File: src/alps_pkg.sv
package alps_pkg;

   localparam int STORE_DEPTH_DEF = 128;

   localparam int TEMPO_W = 12;
   localparam logic [TEMPO_W-1:0] TEMPO_RESET = 12'd250;

   localparam logic [1:0] INSTR_TEMPO = 2'd1;
   localparam logic [1:0] INSTR_START = 2'd3;  // other id: start program
   localparam logic [1:0] INSTR_RESTART = 2'd3;  // own id: restart recording

   localparam logic ACTION_BYTE = 1'b0;
   localparam logic ACTION_TICK = 1'b1;

   localparam logic [4:0] LED_UPPER_OFF = 5'b11111;
   localparam logic [2:0] ENTRY0_RESET = 3'b111;

   typedef enum logic [1:0] {
      S_IDLE,
      S_COPY,
      S_EMIT
   } state_type;

endpackage

File: src/alps_ram.sv
module alps_ram #(
   parameter int WIDTH = 3,
   parameter int DEPTH = alps_pkg::STORE_DEPTH_DEF
) (
   input  logic                     clock,
   input  logic                     wr_en,
   input  logic [$clog2(DEPTH)-1:0] wr_addr,
   input  logic [WIDTH-1:0]         wr_data,
   input  logic                     rd_en,
   input  logic [$clog2(DEPTH)-1:0] rd_addr,
   output logic [WIDTH-1:0]         rd_data
);

   logic [WIDTH-1:0] mem_ff [DEPTH];
   logic [WIDTH-1:0] rd_data_ff;

   always_ff @(posedge clock) begin
      if (wr_en) begin
         mem_ff[wr_addr] <= wr_data;
      end
      if (rd_en) begin
         rd_data_ff <= mem_ff[rd_addr];
      end
   end

   assign rd_data = rd_data_ff;

endmodule

File: src/addressed_led_pattern_sequencer.sv
// Addressed LED pattern sequencer.
// Input channel (req_): one transaction is either a received serial byte
// (req_action = 0, byte on req_rx_byte) or a millisecond tick (req_action = 1).
// Result channel (rsp_): an active-low LED byte, at most one per tick.
// The first byte after reset sets the own id; bytes for the own id record
// a pattern, bytes for other ids set the tempo or start playback.
// Timing: a serial byte causes no stall, except a start command with a
// non-empty record, which copies the record RAM into the play RAM: the
// copy index counter addresses the record reads, and a registered copy of
// it the play RAM writes. A tick that emits does one play RAM read, then the
// output register load in S_EMIT; other ticks need no further state.
// req_ready is low while a copy runs or a result waits for the output
// register. If the receiver stalls, the result holds in rsp_ and the block
// stays busy until that register frees up.
// Reset empties the output register and returns all counters to their
// reset values; play entry 0 reads as all ones until a program replaces it.
// No clearing pass is needed.
module addressed_led_pattern_sequencer #(
   parameter int STORE_DEPTH = alps_pkg::STORE_DEPTH_DEF
) (
   input  logic       clock,
   input  logic       reset,
   input  logic       req_valid,
   output logic       req_ready,
   input  logic       req_action,
   input  logic [7:0] req_rx_byte,
   output logic       rsp_valid,
   input  logic       rsp_ready,
   output logic [7:0] rsp_led_pattern
);

   localparam int AW = $clog2(STORE_DEPTH);
   localparam int CW = $clog2(STORE_DEPTH + 1);
   localparam int TW = alps_pkg::TEMPO_W;

   alps_pkg::state_type state_ff, state_in;

   logic [2:0]    own_id_ff, own_id_in;
   logic          id_known_ff, id_known_in;
   logic [AW-1:0] rec_pos_ff, rec_pos_in;
   logic [CW-1:0] rec_cnt_ff, rec_cnt_in;
   logic [CW-1:0] play_len_ff, play_len_in;
   logic [CW-1:0] play_pos_ff, play_pos_in;
   logic [TW-1:0] tempo_ff, tempo_in;
   logic [TW-1:0] ticks_ff, ticks_in;
   logic          entry0_ff, entry0_in;
   logic          rd_zero_ff, rd_zero_in;
   logic [CW-1:0] cp_idx_ff, cp_idx_in;
   logic          wr_pend_ff, wr_pend_in;
   logic [AW-1:0] wr_idx_ff, wr_idx_in;
   logic          rsp_valid_ff, rsp_valid_in;
   logic [7:0]    rsp_led_ff, rsp_led_in;

   logic          accept;
   logic [2:0]    rx_id;
   logic [2:0]    rx_payload;
   logic [1:0]    rx_instr;
   logic [TW-1:0] rx_tempo;
   logic [CW-1:0] pos_eff;

   logic          rec_we;
   logic          rec_re;
   logic [2:0]    rec_rd_data;
   logic          play_re;
   logic [2:0]    play_rd_data;

   assign req_ready = (state_ff == alps_pkg::S_IDLE);
   assign accept = req_valid && req_ready;
   assign rx_id = req_rx_byte[7:5];
   assign rx_payload = req_rx_byte[4:2];
   assign rx_instr = req_rx_byte[1:0];
   // (byte & 0xFC) * 10 as shifts: x*8 + x*2
   assign rx_tempo = ({4'b0, req_rx_byte[7:2], 2'b00} << 3)
                   + ({4'b0, req_rx_byte[7:2], 2'b00} << 1);
   assign pos_eff = (play_pos_ff >= play_len_ff || play_pos_ff >= CW'(STORE_DEPTH))
                  ? '0 : play_pos_ff;

   always_comb begin
      state_in = state_ff;
      own_id_in = own_id_ff;
      id_known_in = id_known_ff;
      rec_pos_in = rec_pos_ff;
      rec_cnt_in = rec_cnt_ff;
      play_len_in = play_len_ff;
      play_pos_in = play_pos_ff;
      tempo_in = tempo_ff;
      ticks_in = ticks_ff;
      entry0_in = entry0_ff;
      rd_zero_in = rd_zero_ff;
      cp_idx_in = cp_idx_ff;
      wr_pend_in = 1'b0;
      wr_idx_in = wr_idx_ff;
      rsp_valid_in = rsp_valid_ff && !rsp_ready;
      rsp_led_in = rsp_led_ff;
      rec_we = 1'b0;
      rec_re = 1'b0;
      play_re = 1'b0;

      case (state_ff)
         alps_pkg::S_IDLE: begin
            if (accept && req_action == alps_pkg::ACTION_BYTE) begin
               if (!id_known_ff) begin
                  own_id_in = rx_id;
                  id_known_in = 1'b1;
               end else if (rx_id == own_id_ff) begin
                  if (rx_instr == alps_pkg::INSTR_RESTART) begin
                     rec_pos_in = '0;
                     rec_cnt_in = '0;
                  end else begin
                     rec_we = 1'b1;
                     rec_pos_in = (rec_pos_ff == AW'(STORE_DEPTH - 1))
                                ? '0 : rec_pos_ff + AW'(1);
                     if (rec_cnt_ff != CW'(STORE_DEPTH)) begin
                        rec_cnt_in = rec_cnt_ff + CW'(1);
                     end
                  end
               end else if (rx_instr == alps_pkg::INSTR_TEMPO) begin
                  tempo_in = rx_tempo;
                  ticks_in = '0;
               end else if (rx_instr == alps_pkg::INSTR_START) begin
                  play_len_in = rec_cnt_ff;
                  play_pos_in = '0;
                  cp_idx_in = '0;
                  if (rec_cnt_ff != '0) begin
                     entry0_in = 1'b0;
                     state_in = alps_pkg::S_COPY;
                  end
               end
            end else if (accept && id_known_ff) begin
               if (ticks_ff != '0) begin
                  ticks_in = ticks_ff - TW'(1);
               end else begin
                  play_re = 1'b1;
                  rd_zero_in = (pos_eff == '0);
                  play_pos_in = pos_eff + CW'(1);
                  ticks_in = (tempo_ff != '0) ? tempo_ff - TW'(1) : '0;
                  state_in = alps_pkg::S_EMIT;
               end
            end
         end

         alps_pkg::S_COPY: begin
            // read one record entry a cycle, write it to play RAM the next
            if (cp_idx_ff < play_len_ff) begin
               rec_re = 1'b1;
               wr_pend_in = 1'b1;
               wr_idx_in = cp_idx_ff[AW-1:0];
               cp_idx_in = cp_idx_ff + CW'(1);
            end else if (!wr_pend_ff) begin
               state_in = alps_pkg::S_IDLE;
            end
         end

         alps_pkg::S_EMIT: begin
            if (!rsp_valid_ff || rsp_ready) begin
               rsp_valid_in = 1'b1;
               rsp_led_in = {alps_pkg::LED_UPPER_OFF,
                             (rd_zero_ff && entry0_ff) ? alps_pkg::ENTRY0_RESET
                                                       : play_rd_data};
               state_in = alps_pkg::S_IDLE;
            end
         end

         default: begin
            state_in = alps_pkg::S_IDLE;
         end
      endcase
   end

   always_ff @(posedge clock) begin
      if (reset) begin
         state_ff <= alps_pkg::S_IDLE;
         own_id_ff <= '0;
         id_known_ff <= 1'b0;
         rec_pos_ff <= '0;
         rec_cnt_ff <= '0;
         play_len_ff <= CW'(1);
         play_pos_ff <= '0;
         tempo_ff <= alps_pkg::TEMPO_RESET;
         ticks_ff <= '0;
         entry0_ff <= 1'b1;
         cp_idx_ff <= '0;
         wr_pend_ff <= 1'b0;
         rsp_valid_ff <= 1'b0;
      end else begin
         state_ff <= state_in;
         own_id_ff <= own_id_in;
         id_known_ff <= id_known_in;
         rec_pos_ff <= rec_pos_in;
         rec_cnt_ff <= rec_cnt_in;
         play_len_ff <= play_len_in;
         play_pos_ff <= play_pos_in;
         tempo_ff <= tempo_in;
         ticks_ff <= ticks_in;
         entry0_ff <= entry0_in;
         cp_idx_ff <= cp_idx_in;
         wr_pend_ff <= wr_pend_in;
         rsp_valid_ff <= rsp_valid_in;
      end
   end

   always_ff @(posedge clock) begin
      rd_zero_ff <= rd_zero_in;
      wr_idx_ff <= wr_idx_in;
      rsp_led_ff <= rsp_led_in;
   end

   alps_ram #(
      .WIDTH(3),
      .DEPTH(STORE_DEPTH)
   ) u_rec_ram (
      .clock  (clock),
      .wr_en  (rec_we),
      .wr_addr(rec_pos_ff),
      .wr_data(~rx_payload),
      .rd_en  (rec_re),
      .rd_addr(cp_idx_ff[AW-1:0]),
      .rd_data(rec_rd_data)
   );

   alps_ram #(
      .WIDTH(3),
      .DEPTH(STORE_DEPTH)
   ) u_play_ram (
      .clock  (clock),
      .wr_en  (wr_pend_ff),
      .wr_addr(wr_idx_ff),
      .wr_data(rec_rd_data),
      .rd_en  (play_re),
      .rd_addr(pos_eff[AW-1:0]),
      .rd_data(play_rd_data)
   );

   assign rsp_valid = rsp_valid_ff;
   assign rsp_led_pattern = rsp_led_ff;

endmodule

File: config.mk
export PLATFORM = sky130hd
export DESIGN_NAME = addressed_led_pattern_sequencer
export DESIGN_NICKNAME = d
export VERILOG_FILES = /design/src/alps_pkg.sv /design/src/alps_ram.sv /design/src/addressed_led_pattern_sequencer.sv
export SDC_FILE = /design/constraint.sdc
export NUM_CORES = 1
export LEC_CHECK = 0
export ABC_AREA = 1
export BUFFER_PORTS_ARGS = -buffer_cell sky130_fd_sc_hd__buf_2
export CAP_MARGIN = 20
export CELL_PAD_IN_SITES_DETAIL_PLACEMENT = 1
export CELL_PAD_IN_SITES_GLOBAL_PLACEMENT = 1
export CORE_ASPECT_RATIO = 1.25
export CORE_MARGIN = 2
export CORE_UTILIZATION = 40
export CTS_CLUSTER_SIZE = 14
export DETAILED_ROUTE_END_ITERATION = 16
export GPL_ROUTABILITY_DRIVEN = 1
export MAX_ROUTING_LAYER = met4
export PLACE_DENSITY = 0.64
export SLEW_MARGIN = 15
export SYNTH_ARGS = -nofsm -noshare
export SYNTH_HDL_FRONTEND = slang
export SYNTH_SLANG_ARGS = --single-unit
File: constraint.sdc
create_clock -name clock -period 8.4 [get_ports clock]
set_input_delay 1.68 -clock clock [delete_from_list [all_inputs] [get_ports clock]]
set_output_delay 1.68 -clock clock [all_outputs]
set_load 0.1 [all_outputs]
## After elaboration in Yosys (flattened, before gate mapping)

Memories as Yosys holds them, arrays and structs flattened. A register that Yosys moved wholly into a read port is not among the register bits.
Cells that the tools add are included.

- Bits in latches: 0
- Memory bits (writable): 768
- Memories: 2
- Word-level logic and storage cells: 146
- Register bits: 83
- Bits in read-only memories: 0

- Reduce and logical (&&, ||, !) cells: 31
- Bitwise logic cells: 7
- Magnitude comparators: 3
- Muxes and demuxes: 51
- Divide/modulo/power cells: 0
- Multiply operators: 0
- Equality and inequality tests: 29
- Add/sub/neg operators: 7
- Shifts and indexed selects: 0

Memory list:

| name | depth | width | rd ports | clocked after Yosys merged registers in | write ports | RTL line | RTL |
|---|---|---|---|---|---|---|---|
| u_play_ram.mem_ff | 128 | 3 | 1 | 1 | 1 | alps_ram.sv:14 | `logic [WIDTH-1:0] mem_ff [DEPTH];` |
| u_rec_ram.mem_ff | 128 | 3 | 1 | 1 | 1 | alps_ram.sv:14 |  |

Operators with widths:

| operator | count |
|---|---|
| $mux W8 | 12 |
| $mux W12 | 7 |
| $add A8 B1 Y8 const B | 3 |
| $reduce_bool A12 Y1 | 2 |
| $sub A12 B1 Y12 const B | 2 |
| $mux W2 | 11 |
| $reduce_and A7 Y1 | 3 |
| $ne A2 B2 Y1 const B | 10 |
| $mux W1 | 17 |
| $pmux W8 S2 | 1 |
| $reduce_and A5 Y1 | 3 |
| $mux W7 | 2 |
| $add A11 B9 Y12 | 1 |
| $ne A3 B3 Y1 const B | 4 |
| $ne A2 B1 Y1 const B | 5 |
| $reduce_and A10 Y1 | 1 |
| $ge A8 B8 Y1 | 1 |
| $ge A8 B8 Y1 const B | 1 |
| $logic_not A8 Y1 | 1 |
| $lt A8 B8 Y1 | 1 |
| $ne A8 B8 Y1 const B | 1 |
| $reduce_and A4 Y1 | 2 |
| $reduce_bool A8 Y1 | 1 |
| $add A7 B1 Y7 const B | 1 |
| 17 further kinds | 35 |

## Longest topological paths before layout

- Word-level depth: 8
- Gate-level depth with buffers: 23

## Modules after synthesis

From an unflattened synthesis, not the netlist that was laid out.

- Cell total of the unflattened synthesis: 3571
- Area, all modules: 37131.9 µm²

By module, submodules not included:

| module | area an instance (µm²) | times used | cells an instance | sequential area each (µm²) |
|---|---|---|---|---|
| alps_ram | 16198.0 | 2 | 1463 | 11621.1 |
| addressed_led_pattern_sequencer | 4735.8 | 1 | 645 | 1731.7 |

## Worst setup path after synthesis

Ideal clock, no wire load.

- Path type: input-to-reg
- From: in req_rx_byte[3]
- To: reg tempo_ff[9]
- Stages: 7
- Library setup time: 0.127 ns
- Data required time: 8.273 ns
- Arrival time: 4.165 ns
- Path slack: 4.108 ns
- Cells stage by stage: inv_1 > fa_1 > nor2_1 > a211oi_1 > xor2_1 > o21ai_0 > a21oi_1

- Cells in the longest elaborated chain, start to end: 1

RTL lines:

| item | RTL line | RTL |
|---|---|---|
| start: declaration | addressed_led_pattern_sequencer.sv:26 | `input logic [7:0] req_rx_byte,` |
| $add A11 B9 Y12 | addressed_led_pattern_sequencer.sv:74 | `+ ({4'b0, req_rx_byte[7:2], 2'b00} << 1);` |
| end signal: assignment | addressed_led_pattern_sequencer.sv:179 | `tempo_ff <= alps_pkg::TEMPO_RESET;` |
| end signal: assignment | addressed_led_pattern_sequencer.sv:193 | `tempo_ff <= tempo_in;` |
| end: declaration | addressed_led_pattern_sequencer.sv:44 | `logic [TW-1:0] tempo_ff, tempo_in;` |

No other way between the ends.
A chain may end at the register's enable or synchronous reset.

## Worst setup path in the final report

- From: reg play_pos_ff[0]
- To: reg play_pos_ff[6]

- Cells in the longest elaborated chain, start to end: 7

RTL lines:

| item | RTL line | RTL |
|---|---|---|
| start: declaration | addressed_led_pattern_sequencer.sv:43 | `logic [CW-1:0] play_pos_ff, play_pos_in;` |
| start signal: assignment | addressed_led_pattern_sequencer.sv:192 | `play_pos_ff <= play_pos_in;` |
| $ge A8 B8 Y1 | addressed_led_pattern_sequencer.sv:75 | `assign pos_eff = (play_pos_ff >= play_len_ff \|\| play_pos_ff >= CW'(STORE_DEPTH))` |
| $logic_or A1 B1 Y1 | addressed_led_pattern_sequencer.sv:75 |  |
| $mux W8 * | addressed_led_pattern_sequencer.sv:76 | `? '0 : play_pos_ff;` |
| $add A8 B1 Y8 * | addressed_led_pattern_sequencer.sv:135 | `play_pos_in = pos_eff + CW'(1);` |
| $mux W8 * | addressed_led_pattern_sequencer.sv:130 | `if (ticks_ff != '0) begin` |
| $mux W8 * | addressed_led_pattern_sequencer.sv:129 | `end else if (accept && id_known_ff) begin` |
| $mux W8 * | addressed_led_pattern_sequencer.sv:101 | `if (accept && req_action == alps_pkg::ACTION_BYTE) begin` |

Mark *: on every way between the ends. The rest lies on a longest branch, timed or not. The select of a mux whose other input is x is not followed.

==> results_dict.tcl <==
set metrics [dict create \
    grt_pass1_vias 27780 \
    crit_required_ps 8900 \
    num_rows 126 \
    first_pass_iters 5 \
    totalWireLength_mm 109.8 \
    drive_gt1_share_pct 7.164 \
    yosysUniqueCellTypes 50 \
    synth_top_area_cell "edfxtp_1" \
    antenna_left 0 \
    drc_errors 0 \
    synth_adder_area_share_pct 1.009 \
    cts_root_buf "clkbuf_16" \
    max_freq_ghz 0.1514 \
    cp_data_arrival_time_ps 7110 \
    viasPerCell 5.468 \
    yosysWarningCount 0 \
    worstMarginPinSlew_ps 1084 \
    fp.coreArea_um2 94280 \
    numCtsBuffers 92 \
    yosysMostFrequentCell "edfxtp_1" \
    crit_fanout 82 \
    powerDensity_nw_per_um2 209.0 \
    muxShareOfSynthArea_pct 0 \
    yosys.area_share.simple_pct 19.22 \
    hpwl_mm 65.75 \
    holdBufCountCts 0 \
    final_core_util_pct 44.49 \
    synth_edf_count 785 \
    period_needed_ps 6603 \
    antenna_found_initial 0 \
    insertion_delay_ps 670 \
    syn_area_um2 37950 \
    drt_iter0_markers 1853 \
    wl_per_cell_um 22.52 \
    portBuffers 17 \
    cts_tree "built" \
    die_w_um 279.5 \
    startpoint_type "flop" \
    async_flop_share_pct 0 \
    grt_max_degree 112 \
    hold_path.class "reg -> reg" \
    hold_violations 0 \
    diodes 0 \
    clk_pin_slew_ps 60 \
    dieArea_um2 97380 \
    timing.setup.tns_ps 0 \
    period_share_pct 78.61 \
    synth-compound-area-share_pct 6.933 \
    synth_area_leaders "edfxtp_1 62%, nor2_1 5.8%, nand3_1 5.2%" \
    htree_levels 3 \
    synth_xor_area_share_pct 0.4615 \
    rsz0062_at_grt "false" \
    post_cts_buffers 0 \
    synth_commonest_cells "785 x edfxtp_1, 587 x nor2_1, 413 x inv_1, 399 x nand2_1, 397 x nand3_1" \
    status "complete, no violations" \
    worst_ir_drop_vdd_uv 175.8 \
    synth_seq_area_share_pct 65.80 \
    globalplace.congestion 0.8129 \
    end_kind "flop" \
    grt-ovfl-total 0 \
    crit_type "reg -> reg" \
    fp.dieH_um 348.4 \
    ys_ff_latch 855 \
    synth_top_family_by_area "simple AND/OR/NAND/NOR gates" \
    cts_resized 0 \
    clockBufferDepth 3 \
    cts_sinks 855 \
    vias 26650 \
    syn_avg_cell_area_um2 10.42 \
    max_cap_violations 0 \
    groute.usage.overall_pct 23.19 \
    synthCells 3642 \
    setup_viol 0 \
    whs_ps 475.5 \
    grt_pass1_wl_mm 167.9 \
    layout.nets 3623 \
    synth_top_area_share_pct 62.11 \
    syn2layout_area_growth_pct 10.51 \
    initial_core_util_pct 40.26 \
    slew_violations 0 \
    synth-main-ff-cell "edfxtp_1" \
    fin_worst_skew_ps 23.19 \
    pin_count 23 \
    relSlewSlack_pct 27.75 \
    p_leak_uw 0.01515 \
]
## cell type report
type	count	area, um^2
timing repair buffer	60	447.9
sequential	855	24990
clock inverter	53	332.8
multi-input combinational	2147	10550
inverter	424	1602
tap	1216	1521
fill	10320	52330
clock buffer	118	2504
## power breakdown
| part | total (uW) | switching (uW) | internal, uW |
|---|---|---|---|
| Combinational | 274 | 213 | 60.4 |
| Sequential | 4620 | 10.9 | 4610 |
| Clock | 3870 | 1700 | 2170 |
| Total | 8770 | 1930 | 6840 |
## routing by layer
metal	global-route usage [%]	up-vias	part of all wire (%)	routed length [um]
met2	41.00	537	52	56800
met1	27.42	13380	41	45300
met5	-	-	0	0
li1	-	12520	-	-
met4	8.240	0	3.4	3678
met3	2.457	205	3.6	3974
## metrics by stage
step	area, um^2	power, uW	worst slack, ps	cells
after detailed placement	39060	4991	1740	4700
after floorplan	37970	4902	4108	3646
after global routing	41940	9021	1249	4873
final	41940	8767	1797	4873
after global placement	39040	4988	1905	4699
after CTS	41900	8842	1756	4871
## path summary, 6_finish.rpt
check | start | to | slack, ps | depth (start not counted)
max reg2reg | play_pos_ff[0] | play_pos_ff[6] | 1800 | 17
min | own_id_ff[2] | own_id_ff[2] | 480 | 2
max | play_pos_ff[0] | play_pos_ff[6] | 1800 | 17
min reg2reg | own_id_ff[2] | own_id_ff[2] | 480 | 2
## cell families (layout without fill, tap and decap cells)
| group | Yosys count | after routing |
|---|---|---|
| other | 1 | 5 |
| DFF | 855 | 855 |
| xor gates and xnor gates | 20 | 20 |
| AOI/OAI and AO/OA | 464 | 464 |
| buffers and inverters | 644 | 655 |
| and+or+nand+nor | 1628 | 1628 |
| adders and majority gates | 30 | 30 |
## placed cells by master, fill, tap and decap left out, types with 4 or more instances in the layout
cell type,netlist,routed
conb_1,1,5
buf_4,5,40
buf_2,41,17
a211oi_1,5,5
nor2_1,587,586
clkbuf_1,154,19
nor2_2,4,5
o211ai_1,17,17
clkinv_2,0,23
a31oi_1,5,5
clkinv_1,3,25
clkbuf_16,0,95
nand3_1,397,394
or2_2,26,26
nor4_1,9,9
o221ai_1,29,29
xor2_1,19,19
o21ai_0,254,254
a21oi_1,72,72
nor3_1,18,18
dfxtp_1,70,66
clkbuf_8,0,4
nand4_1,165,165
nand3_2,7,7
inv_2,7,7
o21a_1,4,4
ha_1,29,29
nand2_1,399,399
o22ai_1,67,67
edfxtp_1,785,785
inv_1,413,409
## worst max-delay path, stage by stage, from the launching register on
cell	delay, ps
dfxtp_4	1010
inv_1	220
ha_1	340
nand2_1	60
nor2_1	40
nor2_1	80
nand2_1	100
nand2_4	590
buf_4	880
nand3_4	740
inv_2	640
buf_4	560
ha_1	270
nand2_1	90
nor3_1	270
nand2_1	90
a32oi_1	190
a21oi_1	80
## sequential cells by signal, summed over array words and instances, names as in the netlist, 3 cells and up
| register | count |
|---|---|
| cp_idx_ff | 8 |
| own_id_ff | 3 |
| play_len_ff | 8 |
| play_pos_ff | 8 |
| rec_cnt_ff | 8 |
| rec_pos_ff | 7 |
| rsp_led_pattern | 3 |
| tempo_ff | 10 |
| ticks_ff | 12 |
| u_play_ram.mem_ff | 384 |
| u_play_ram.rd_data | 3 |
| u_rec_ram.mem_ff | 384 |
| u_rec_ram.rd_data | 3 |
| wr_idx_ff | 7 |
No activity file was read; power rests on OpenSTA's default activity.
